==> config.mk <==
export PLATFORM = sky130hd
export DESIGN_NAME = deadline_ordered_timer_table_core
export DESIGN_NICKNAME = d
export VERILOG_FILES = /design/src/sv/dott_pkg.sv /design/src/sv/dott_ram.sv /design/src/sv/deadline_ordered_timer_table_core.sv
export SDC_FILE = /design/constraint.sdc
export NUM_CORES = 2
export LEC_CHECK = 0
export BUFFER_PORTS_ARGS = -buffer_cell sky130_fd_sc_hd__buf_2
export CORE_MARGIN = 3
export CORE_UTILIZATION = 55
export CTS_CLUSTER_SIZE = 30
export DETAILED_ROUTE_END_ITERATION = 10
export PLACE_DENSITY = 0.73
export SYNTH_ARGS = -nofsm -noshare
export SYNTH_HDL_FRONTEND = slang
export SYNTH_SLANG_ARGS = --single-unit
==> constraint.sdc <==
create_clock -name clk -period 25.3 [get_ports clk]
set_clock_uncertainty 0.05 [all_clocks]
set_input_delay 5.06 -clock clk [delete_from_list [all_inputs] [get_ports clk]]
set_output_delay 5.06 -clock clk [all_outputs]
set_load 0.02 [all_outputs]
==> src/sv/dott_pkg.sv <==
package dott_pkg;

    localparam int TIMER_SLOTS = 16;
    localparam int TIME_BITS   = 48;
    localparam int ID_BITS     = 16;
    localparam int MAX_FIRE    = 16;
    localparam int IDX_W       = $clog2(TIMER_SLOTS);
    localparam int CNT_W       = $clog2(TIMER_SLOTS + 1);

    localparam logic [1:0] CMD_ADD    = 2'd0;
    localparam logic [1:0] CMD_DELETE = 2'd1;
    localparam logic [1:0] CMD_EXPIRE = 2'd2;
    localparam logic [1:0] CMD_NONE   = 2'd3;

    localparam logic [1:0] ST_OK        = 2'd0;
    localparam logic [1:0] ST_BACKWARDS = 2'd1;
    localparam logic [1:0] ST_FULL      = 2'd2;
    localparam logic [1:0] ST_NOT_FOUND = 2'd3;

    localparam logic [TIME_BITS-1:0] TIME_MAX = {TIME_BITS{1'b1}};

    typedef logic [TIME_BITS-1:0] time_t;
    typedef logic [ID_BITS-1:0]   id_t;

    typedef struct packed {
        id_t   id;
        time_t deadline;
        time_t period;
    } entry_t;

    typedef struct packed {
        id_t   id;
        time_t period;
    } rearm_t;

endpackage

==> src/sv/dott_ram.sv <==
module dott_ram #(
    parameter int WIDTH = 8,
    parameter int DEPTH = 16
) (
    input  logic                     clk,
    input  logic                     wr_en,
    input  logic [$clog2(DEPTH)-1:0] wr_addr,
    input  logic [WIDTH-1:0]         wr_data,
    input  logic [$clog2(DEPTH)-1:0] rd_addr,
    output logic [WIDTH-1:0]         rd_data
);

    logic [WIDTH-1:0] mem [DEPTH];

    always_ff @(posedge clk)
    begin
        if (wr_en)
        begin
            mem[wr_addr] <= wr_data;
        end
        rd_data <= mem[rd_addr];
    end

endmodule

==> src/sv/deadline_ordered_timer_table_core.sv <==
// Sorted timer table held in a single-port-write, single-port-read RAM, one entry read per
// cycle. Add, delete and expire each walk the table of pending timers, and each re-armed
// periodic timer adds a further insertion walk. Results appear on the result ports for one
// cycle under result_valid and cannot be held off; busy stays high until the command is
// complete, and start is taken only while busy is low.
module deadline_ordered_timer_table_core (
    input  logic                      clk,
    input  logic                      rst_n,
    input  logic                      start,
    output logic                      busy,
    input  logic [1:0]                cmd,
    input  logic [dott_pkg::ID_BITS-1:0]   target_id,
    input  logic [dott_pkg::TIME_BITS-1:0] deadline,
    input  logic [dott_pkg::TIME_BITS-1:0] period,
    input  logic [dott_pkg::TIME_BITS-1:0] now_time,
    output logic                      result_valid,
    output logic [1:0]                status,
    output logic [dott_pkg::ID_BITS-1:0]   result_id,
    output logic [dott_pkg::TIME_BITS-1:0] result_time,
    output logic                      fired,
    output logic                      new_earliest,
    output logic                      last
);

    import dott_pkg::*;

    localparam logic [3:0] S_IDLE     = 4'd0;
    localparam logic [3:0] S_INS_CMP  = 4'd1;
    localparam logic [3:0] S_INS_PUT  = 4'd2;
    localparam logic [3:0] S_DEL_SCAN = 4'd3;
    localparam logic [3:0] S_EXP_SCAN = 4'd4;
    localparam logic [3:0] S_EXP_END  = 4'd5;
    localparam logic [3:0] S_RA_RD    = 4'd6;
    localparam logic [3:0] S_RA_LD    = 4'd7;
    localparam logic [3:0] S_DONE     = 4'd8;

    logic [3:0]       state_reg, state_next;
    logic [CNT_W-1:0] cnt_reg, cnt_next;
    logic [CNT_W-1:0] cur_reg, cur_next;
    logic [CNT_W-1:0] k_reg, k_next;
    logic [CNT_W-1:0] b_reg, b_next;
    logic [CNT_W-1:0] bcnt_reg, bcnt_next;
    logic             found_reg, found_next;
    logic             rearm_reg, rearm_next;
    logic             pend_v_reg, pend_v_next;
    entry_t           pend_reg, pend_next;
    entry_t           ins_reg, ins_next;
    time_t            now_reg, now_next;
    time_t            prev_reg, prev_next;
    time_t            earliest_reg, earliest_next;
    id_t              next_id_reg, next_id_next;
    logic [1:0]       status_reg, status_next;
    id_t              rid_reg, rid_next;
    logic             ne_reg, ne_next;

    logic             ov_reg, ov_next;
    logic [1:0]       ostat_reg, ostat_next;
    id_t              oid_reg, oid_next;
    time_t            otime_reg, otime_next;
    logic             ofired_reg, ofired_next;
    logic             one_reg, one_next;
    logic             olast_reg, olast_next;

    logic             t_we;
    logic [IDX_W-1:0] t_waddr, t_raddr;
    entry_t           t_wdata, t_q;
    logic             b_we;
    logic [IDX_W-1:0] b_waddr, b_raddr;
    rearm_t           b_wdata, b_q;

    logic [CNT_W-1:0] cur_inc, cur_dec, cur_mk, cnt_dec, cnt_inc, b_inc;
    time_t            earliest_eff;
    logic             shift_ent, last_one, id_match, fire;
    logic [TIME_BITS:0] rearm_sum;
    time_t            rearm_time;

    dott_ram #(.WIDTH($bits(entry_t)), .DEPTH(TIMER_SLOTS)) u_table (
        .clk     (clk),
        .wr_en   (t_we),
        .wr_addr (t_waddr),
        .wr_data (t_wdata),
        .rd_addr (t_raddr),
        .rd_data (t_q)
    );

    dott_ram #(.WIDTH($bits(rearm_t)), .DEPTH(TIMER_SLOTS)) u_rearm (
        .clk     (clk),
        .wr_en   (b_we),
        .wr_addr (b_waddr),
        .wr_data (b_wdata),
        .rd_addr (b_raddr),
        .rd_data (b_q)
    );

    assign cur_inc      = cur_reg + CNT_W'(1);
    assign cur_dec      = cur_reg - CNT_W'(1);
    assign cur_mk       = cur_reg - k_reg;
    assign cnt_dec      = cnt_reg - CNT_W'(1);
    assign cnt_inc      = cnt_reg + CNT_W'(1);
    assign b_inc        = b_reg + CNT_W'(1);
    assign earliest_eff = (cnt_reg == '0) ? TIME_MAX : earliest_reg;
    assign shift_ent    = (t_q.deadline > ins_reg.deadline) ||
                          ((t_q.deadline == ins_reg.deadline) && (t_q.id > ins_reg.id));
    assign last_one     = (cur_reg == cnt_dec);
    assign id_match     = (t_q.id == rid_reg);
    assign fire         = (t_q.deadline <= now_reg) && (int'(k_reg) < MAX_FIRE);
    assign rearm_sum    = {1'b0, now_reg} + {1'b0, b_q.period};
    assign rearm_time   = rearm_sum[TIME_BITS] ? TIME_MAX : rearm_sum[TIME_BITS-1:0];

    assign busy = (state_reg != S_IDLE);

    always_comb
    begin
        state_next    = state_reg;
        cnt_next      = cnt_reg;
        cur_next      = cur_reg;
        k_next        = k_reg;
        b_next        = b_reg;
        bcnt_next     = bcnt_reg;
        found_next    = found_reg;
        rearm_next    = rearm_reg;
        pend_v_next   = pend_v_reg;
        pend_next     = pend_reg;
        ins_next      = ins_reg;
        now_next      = now_reg;
        prev_next     = prev_reg;
        next_id_next  = next_id_reg;
        status_next   = status_reg;
        rid_next      = rid_reg;
        ne_next       = ne_reg;
        ov_next       = 1'b0;
        ostat_next    = ostat_reg;
        oid_next      = oid_reg;
        otime_next    = otime_reg;
        ofired_next   = ofired_reg;
        one_next      = one_reg;
        olast_next    = olast_reg;
        t_we          = 1'b0;
        t_waddr       = '0;
        t_wdata       = ins_reg;
        t_raddr       = '0;
        b_we          = 1'b0;
        b_waddr       = bcnt_reg[IDX_W-1:0];
        b_wdata       = '{id: t_q.id, period: t_q.period};
        b_raddr       = b_reg[IDX_W-1:0];

        unique case (state_reg)
            S_IDLE:
            begin
                if (start)
                begin
                    unique case (cmd)
                        CMD_ADD:
                        begin
                            if (cnt_reg == CNT_W'(TIMER_SLOTS))
                            begin
                                status_next = ST_FULL;
                                rid_next    = '0;
                                ne_next     = 1'b0;
                                state_next  = S_DONE;
                            end
                            else
                            begin
                                ins_next     = '{id: next_id_reg, deadline: deadline,
                                                 period: period};
                                rid_next     = next_id_reg;
                                ne_next      = (deadline < earliest_eff);
                                status_next  = ST_OK;
                                next_id_next = next_id_reg + ID_BITS'(1);
                                rearm_next   = 1'b0;
                                if (cnt_reg == '0)
                                begin
                                    cur_next   = '0;
                                    state_next = S_INS_PUT;
                                end
                                else
                                begin
                                    t_raddr    = cnt_dec[IDX_W-1:0];
                                    cur_next   = cnt_dec;
                                    state_next = S_INS_CMP;
                                end
                            end
                        end
                        CMD_DELETE:
                        begin
                            rid_next    = target_id;
                            status_next = ST_NOT_FOUND;
                            ne_next     = 1'b0;
                            found_next  = 1'b0;
                            cur_next    = '0;
                            state_next  = (cnt_reg == '0) ? S_DONE : S_DEL_SCAN;
                        end
                        CMD_EXPIRE:
                        begin
                            rid_next = '0;
                            ne_next  = 1'b0;
                            if (now_time < prev_reg)
                            begin
                                status_next = ST_BACKWARDS;
                                state_next  = S_DONE;
                            end
                            else
                            begin
                                status_next = ST_OK;
                                prev_next   = now_time;
                                now_next    = now_time;
                                k_next      = '0;
                                bcnt_next   = '0;
                                pend_v_next = 1'b0;
                                cur_next    = '0;
                                state_next  = (cnt_reg == '0) ? S_DONE : S_EXP_SCAN;
                            end
                        end
                        default:
                        begin
                            status_next = ST_OK;
                            rid_next    = '0;
                            ne_next     = 1'b0;
                            state_next  = S_DONE;
                        end
                    endcase
                end
            end

            // Walk down from the tail, moving later entries up one slot until the new
            // timer's place is found.
            S_INS_CMP:
            begin
                t_we = 1'b1;
                t_waddr = cur_inc[IDX_W-1:0];
                if (shift_ent)
                begin
                    t_wdata = t_q;
                    if (cur_reg == '0)
                    begin
                        state_next = S_INS_PUT;
                    end
                    else
                    begin
                        t_raddr  = cur_dec[IDX_W-1:0];
                        cur_next = cur_dec;
                    end
                end
                else
                begin
                    t_wdata  = ins_reg;
                    cnt_next = cnt_inc;
                    if (rearm_reg)
                    begin
                        b_next     = b_inc;
                        state_next = (b_inc == bcnt_reg) ? S_IDLE : S_RA_RD;
                    end
                    else
                    begin
                        state_next = S_DONE;
                    end
                end
            end

            S_INS_PUT:
            begin
                t_we     = 1'b1;
                t_waddr  = cur_reg[IDX_W-1:0];
                t_wdata  = ins_reg;
                cnt_next = cnt_inc;
                if (rearm_reg)
                begin
                    b_next     = b_inc;
                    state_next = (b_inc == bcnt_reg) ? S_IDLE : S_RA_RD;
                end
                else
                begin
                    state_next = S_DONE;
                end
            end

            // Once the match is found, every later entry moves down one slot.
            S_DEL_SCAN:
            begin
                if (found_reg)
                begin
                    t_we    = 1'b1;
                    t_waddr = cur_dec[IDX_W-1:0];
                    t_wdata = t_q;
                end
                else if (id_match)
                begin
                    found_next  = 1'b1;
                    status_next = ST_OK;
                end
                if (last_one)
                begin
                    if (found_reg || id_match)
                    begin
                        cnt_next = cnt_dec;
                    end
                    state_next = S_DONE;
                end
                else
                begin
                    t_raddr  = cur_inc[IDX_W-1:0];
                    cur_next = cur_inc;
                end
            end

            // Due timers leave from the head; the rest close up by the number fired.
            // A fired result is held one step so that its last flag is known.
            S_EXP_SCAN:
            begin
                if (fire)
                begin
                    if (pend_v_reg)
                    begin
                        ov_next     = 1'b1;
                        ostat_next  = ST_OK;
                        oid_next    = pend_reg.id;
                        otime_next  = pend_reg.deadline;
                        ofired_next = 1'b1;
                        one_next    = 1'b0;
                        olast_next  = 1'b0;
                    end
                    pend_next   = t_q;
                    pend_v_next = 1'b1;
                    k_next      = k_reg + CNT_W'(1);
                    if (t_q.period != '0)
                    begin
                        b_we      = 1'b1;
                        bcnt_next = bcnt_reg + CNT_W'(1);
                    end
                end
                else
                begin
                    t_we    = 1'b1;
                    t_waddr = cur_mk[IDX_W-1:0];
                    t_wdata = t_q;
                    if (pend_v_reg)
                    begin
                        ov_next     = 1'b1;
                        ostat_next  = ST_OK;
                        oid_next    = pend_reg.id;
                        otime_next  = pend_reg.deadline;
                        ofired_next = 1'b1;
                        one_next    = 1'b0;
                        olast_next  = 1'b1;
                        pend_v_next = 1'b0;
                    end
                end
                if (last_one)
                begin
                    state_next = S_EXP_END;
                end
                else
                begin
                    t_raddr  = cur_inc[IDX_W-1:0];
                    cur_next = cur_inc;
                end
            end

            S_EXP_END:
            begin
                cnt_next = cnt_reg - k_reg;
                if (pend_v_reg)
                begin
                    ov_next     = 1'b1;
                    ostat_next  = ST_OK;
                    oid_next    = pend_reg.id;
                    otime_next  = pend_reg.deadline;
                    ofired_next = 1'b1;
                    one_next    = 1'b0;
                    olast_next  = 1'b1;
                    pend_v_next = 1'b0;
                end
                if (k_reg == '0)
                begin
                    state_next = S_DONE;
                end
                else if (bcnt_reg != '0)
                begin
                    b_next     = '0;
                    rearm_next = 1'b1;
                    state_next = S_RA_RD;
                end
                else
                begin
                    state_next = S_IDLE;
                end
            end

            S_RA_RD:
            begin
                b_raddr    = b_reg[IDX_W-1:0];
                state_next = S_RA_LD;
            end

            S_RA_LD:
            begin
                ins_next = '{id: b_q.id, deadline: rearm_time, period: b_q.period};
                if (cnt_reg == '0)
                begin
                    cur_next   = '0;
                    state_next = S_INS_PUT;
                end
                else
                begin
                    t_raddr    = cnt_dec[IDX_W-1:0];
                    cur_next   = cnt_dec;
                    state_next = S_INS_CMP;
                end
            end

            S_DONE:
            begin
                ov_next     = 1'b1;
                ostat_next  = status_reg;
                oid_next    = rid_reg;
                otime_next  = earliest_eff;
                ofired_next = 1'b0;
                one_next    = ne_reg;
                olast_next  = 1'b1;
                state_next  = S_IDLE;
            end

            default:
            begin
                state_next = S_IDLE;
            end
        endcase

        // Slot zero is the earliest deadline whenever the table is not empty.
        earliest_next = (t_we && (t_waddr == '0)) ? t_wdata.deadline : earliest_reg;
    end

    always_ff @(posedge clk or negedge rst_n)
    begin
        if (!rst_n)
        begin
            state_reg    <= S_IDLE;
            cnt_reg      <= '0;
            cur_reg      <= '0;
            k_reg        <= '0;
            b_reg        <= '0;
            bcnt_reg     <= '0;
            found_reg    <= 1'b0;
            rearm_reg    <= 1'b0;
            pend_v_reg   <= 1'b0;
            pend_reg     <= '0;
            ins_reg      <= '0;
            now_reg      <= '0;
            prev_reg     <= '0;
            earliest_reg <= TIME_MAX;
            next_id_reg  <= '0;
            status_reg   <= ST_OK;
            rid_reg      <= '0;
            ne_reg       <= 1'b0;
            ov_reg       <= 1'b0;
            ostat_reg    <= ST_OK;
            oid_reg      <= '0;
            otime_reg    <= '0;
            ofired_reg   <= 1'b0;
            one_reg      <= 1'b0;
            olast_reg    <= 1'b0;
        end
        else
        begin
            state_reg    <= state_next;
            cnt_reg      <= cnt_next;
            cur_reg      <= cur_next;
            k_reg        <= k_next;
            b_reg        <= b_next;
            bcnt_reg     <= bcnt_next;
            found_reg    <= found_next;
            rearm_reg    <= rearm_next;
            pend_v_reg   <= pend_v_next;
            pend_reg     <= pend_next;
            ins_reg      <= ins_next;
            now_reg      <= now_next;
            prev_reg     <= prev_next;
            earliest_reg <= earliest_next;
            next_id_reg  <= next_id_next;
            status_reg   <= status_next;
            rid_reg      <= rid_next;
            ne_reg       <= ne_next;
            ov_reg       <= ov_next;
            ostat_reg    <= ostat_next;
            oid_reg      <= oid_next;
            otime_reg    <= otime_next;
            ofired_reg   <= ofired_next;
            one_reg      <= one_next;
            olast_reg    <= olast_next;
        end
    end

    assign result_valid = ov_reg;
    assign status       = ostat_reg;
    assign result_id    = oid_reg;
    assign result_time  = otime_reg;
    assign fired        = ofired_reg;
    assign new_earliest = one_reg;
    assign last         = olast_reg;

endmodule

==> metrics.csv <==
metric,value,unit
Worst Max-Slew Pin Slew,1320,ps
status,"complete, no violations",
TritonCTS clock tree,built,
post-route minimum period,9946,ps
initial antenna violation count,46,
leakage power,0.05411,µW
worst r2r src,u_table.rd_data[60],
Routed WL,400.9,mm
H-tree Lvls,5,
chip width,508.7,µm
fill count,17740,
Critical path origin,cmd[0],
Synth Area per Inst,15.03,µm²
R2R cell count,16,
setup bufs post-CTS,0,
# port buffers,235,
routability cong.,0.9439,
first drt pass iteration count,6,
Top reg by flops,u_table.mem,
Rel. slew slack,0.1142,
yosys warns,0,
Final Max Slew Viols,0,
fmax,100.5,MHz
Yosys cell types,86,
Fin Setup TNS,0,ps
Nets,9881,
Die Area,0.2587,mm²
layout cells sized above 1,0.1538,
"Async S/R FF share, synth",0.1203,
CTS-repair resized insts,0,
max cap viols,0,
fin crit share,0.3931,
Synth area leaders,"edfxtp_1 (61%), dfrtp_1 (6.5%), mux4_2 (5.2%)",
crit path kind,input pin to flip-flop,
Cell Rows,183,
RSZ-0062 raised after global routing,no,
cells after synthesis,9246,
vias per inst,6.564,
number of synthesized register bits,3401,
Synth Flop Type,edfxtp_1,
All-Layer GR Usage,0.3059,
Hold Buf Count CTS,0,
Layout area overhead,11.64,%
largest net degree at the start of global routing,241,
Clock Path Buffers,4,
Die Span Y,508.7,µm
"commonest non-fill, non-tap cell in the layout",edfxtp_1,
number of CTS-inserted buffers,346,
first-pass GRT wire length,573.8,mm
HP Start,u_rearm.rd_data[50],
initial DRC count,11930,
worst path arrival time,10770,ps
"area leader, netlist",edfxtp_1,
Largest regs,"u_table.mem (1792), u_rearm.mem (1024)",
Final Core Density,0.6205,
crit path launch type,input pin,
CP endpoint,u_table.rd_data[22],
Mapped Area,0.1390,mm²
# IOs,236,
WHS Path Cells,2,
Clock Tree Root,clkbuf_16,
Clock Latency Late Sink,990,ps
antenna-violating nets left,0,
Fin. Hold Viols,0,
hold crit path type,flip-flop to flip-flop,
post-synthesis sequential area ratio,0.7079,
vias after detailed routing,85750,
dpl hpwl,232.4,mm
drt drc,0,
"IR drop worst, VDD",0.1380,mV
gr ovfl total,0,
clock sink total,3401,
Clock transition at path regs,60,ps
pwr dens,149.1,mW/mm²
final setup vio count,0,
max reg flops,1792,
worst r2r dst,u_table.rd_data[22],
vias in the first global route,84020,
R2R Setup Slk,17330,ps
critical path required time,26120,ps
Routed WL per cell,30.69,µm
top-area cell type share of the netlist area,0.6085,
most frequent cells in the layout,"edfxtp_1 (2816), nand2_1 (1287), a31oi_1 (527)",
CP endpoint kind,flip-flop,
critical-path maximum fanout,95,
Core ar.,0.2500,mm²
Starting Density,0.5558,
number of synthesized flops with an enable pin,2816,
Synth Net Count,9692,
critical path: stages:
cell      delay (ps)
buf_2            140
inv_1             90
ha_1             370
a31o_2           250
a22oi_1           90
nor2_1           150
a21oi_1          120
o21ai_4          320
buf_4            700
buf_4            800
buf_4            840
buf_4            880
and2_1           230
a211oi_1          50
a31oi_1          250
a22oi_1          140
nand2_1          130
routing by layer:
metal / vias up / global-route usage / wire (µm)
li1: 36040 / - / -
met1: 43440 / 0.4013 / 146800
met2: 5227 / 0.4698 / 184600
met3: 1020 / 0.07680 / 44220
met4: 26 / 0.1719 / 25100
met5: - / 0 / 166
area by class of cell:
class                   count  area (µm²)  share of cell area
multi-input cells        5112       38130              0.2457
flip-flops and latches   3401       98390              0.6342
well taps                3330        4167             0.02685
inverters                 161       604.3            0.003895
diodes                     25       62.56           0.0004032
clock buffers             456        9472             0.06105
repair buffers            413        2610             0.01682
clock inverters           165        1714             0.01105
power breakdown:
part           internal (µW)  leakage [µW]  switching (µW)
clock network           2980       0.00549            2090
registers               8400        0.0318            1010
logic                   2870        0.0168            5780
total                  14300        0.0541            8880
Yosys cell counts (all sizes together) (6+ instances only):
cell type and n:
xor2 45, nand4 55, nor2b 17, clkbuf 481, a21oi 152, o22ai 7, edfxtp 2816, a221oi 22
a21o 77, a31oi 527, dfrtp 361, inv 161, nor3 37, nor3b 6, nor2 266, dfstp 48
a211o 8, nor4b 7, mux2 257, a22o 6, o211ai 8, ha 278, and3 17, nor4 23
nand2 1288, or2 10, or3 13, o21bai 7, dfxtp 176, a22oi 292, a211oi 466, o21ai 201
o221ai 44, and2 457, buf 91, nand3 40, a41oi 7, o31ai 7, o21a 11, nand2b 18
xnor2 50, mux4 320
cells by family (layout without fill, tap and decap cells):
logic type      after synthesis  in the layout  share of synthesized area
mux                         579            579                    0.07364
simple gates               2269           2269                    0.07410
compound gates             1886           1886                    0.09220
buf+inv                     733           1195                    0.02036
fa+ha+maj                   281            281                    0.02546
flops                      3401           3401                     0.7079
other cells                   0             25                          0
xor+xnor                     97             97                   0.006311
worst min-delay path by stage:
stage,endpoint,slack [ps]
floorplan,ins_reg[100],380
global route,ins_reg[99],420
detailed placement,ins_reg[104],390
global placement,ins_reg[101],390
finish,ins_reg[98],400
CTS,ins_reg[98],410
metrics by stage:
stage	area (µm²)	power (µW)	worst slack [ps]	hold WS, ps	instances
after floorplan	139000	14830	13280	379.1	9246
after global routing	155100	24150	15080	424.8	13050
final	155200	23130	15350	403.7	13060
after CTS	155100	23040	15480	405.5	13040
after detailed placement	143900	17970	14500	394.4	12420
after global placement	143900	17670	14630	386.9	12420
No activity file was read; power rests on OpenSTA's default activity.
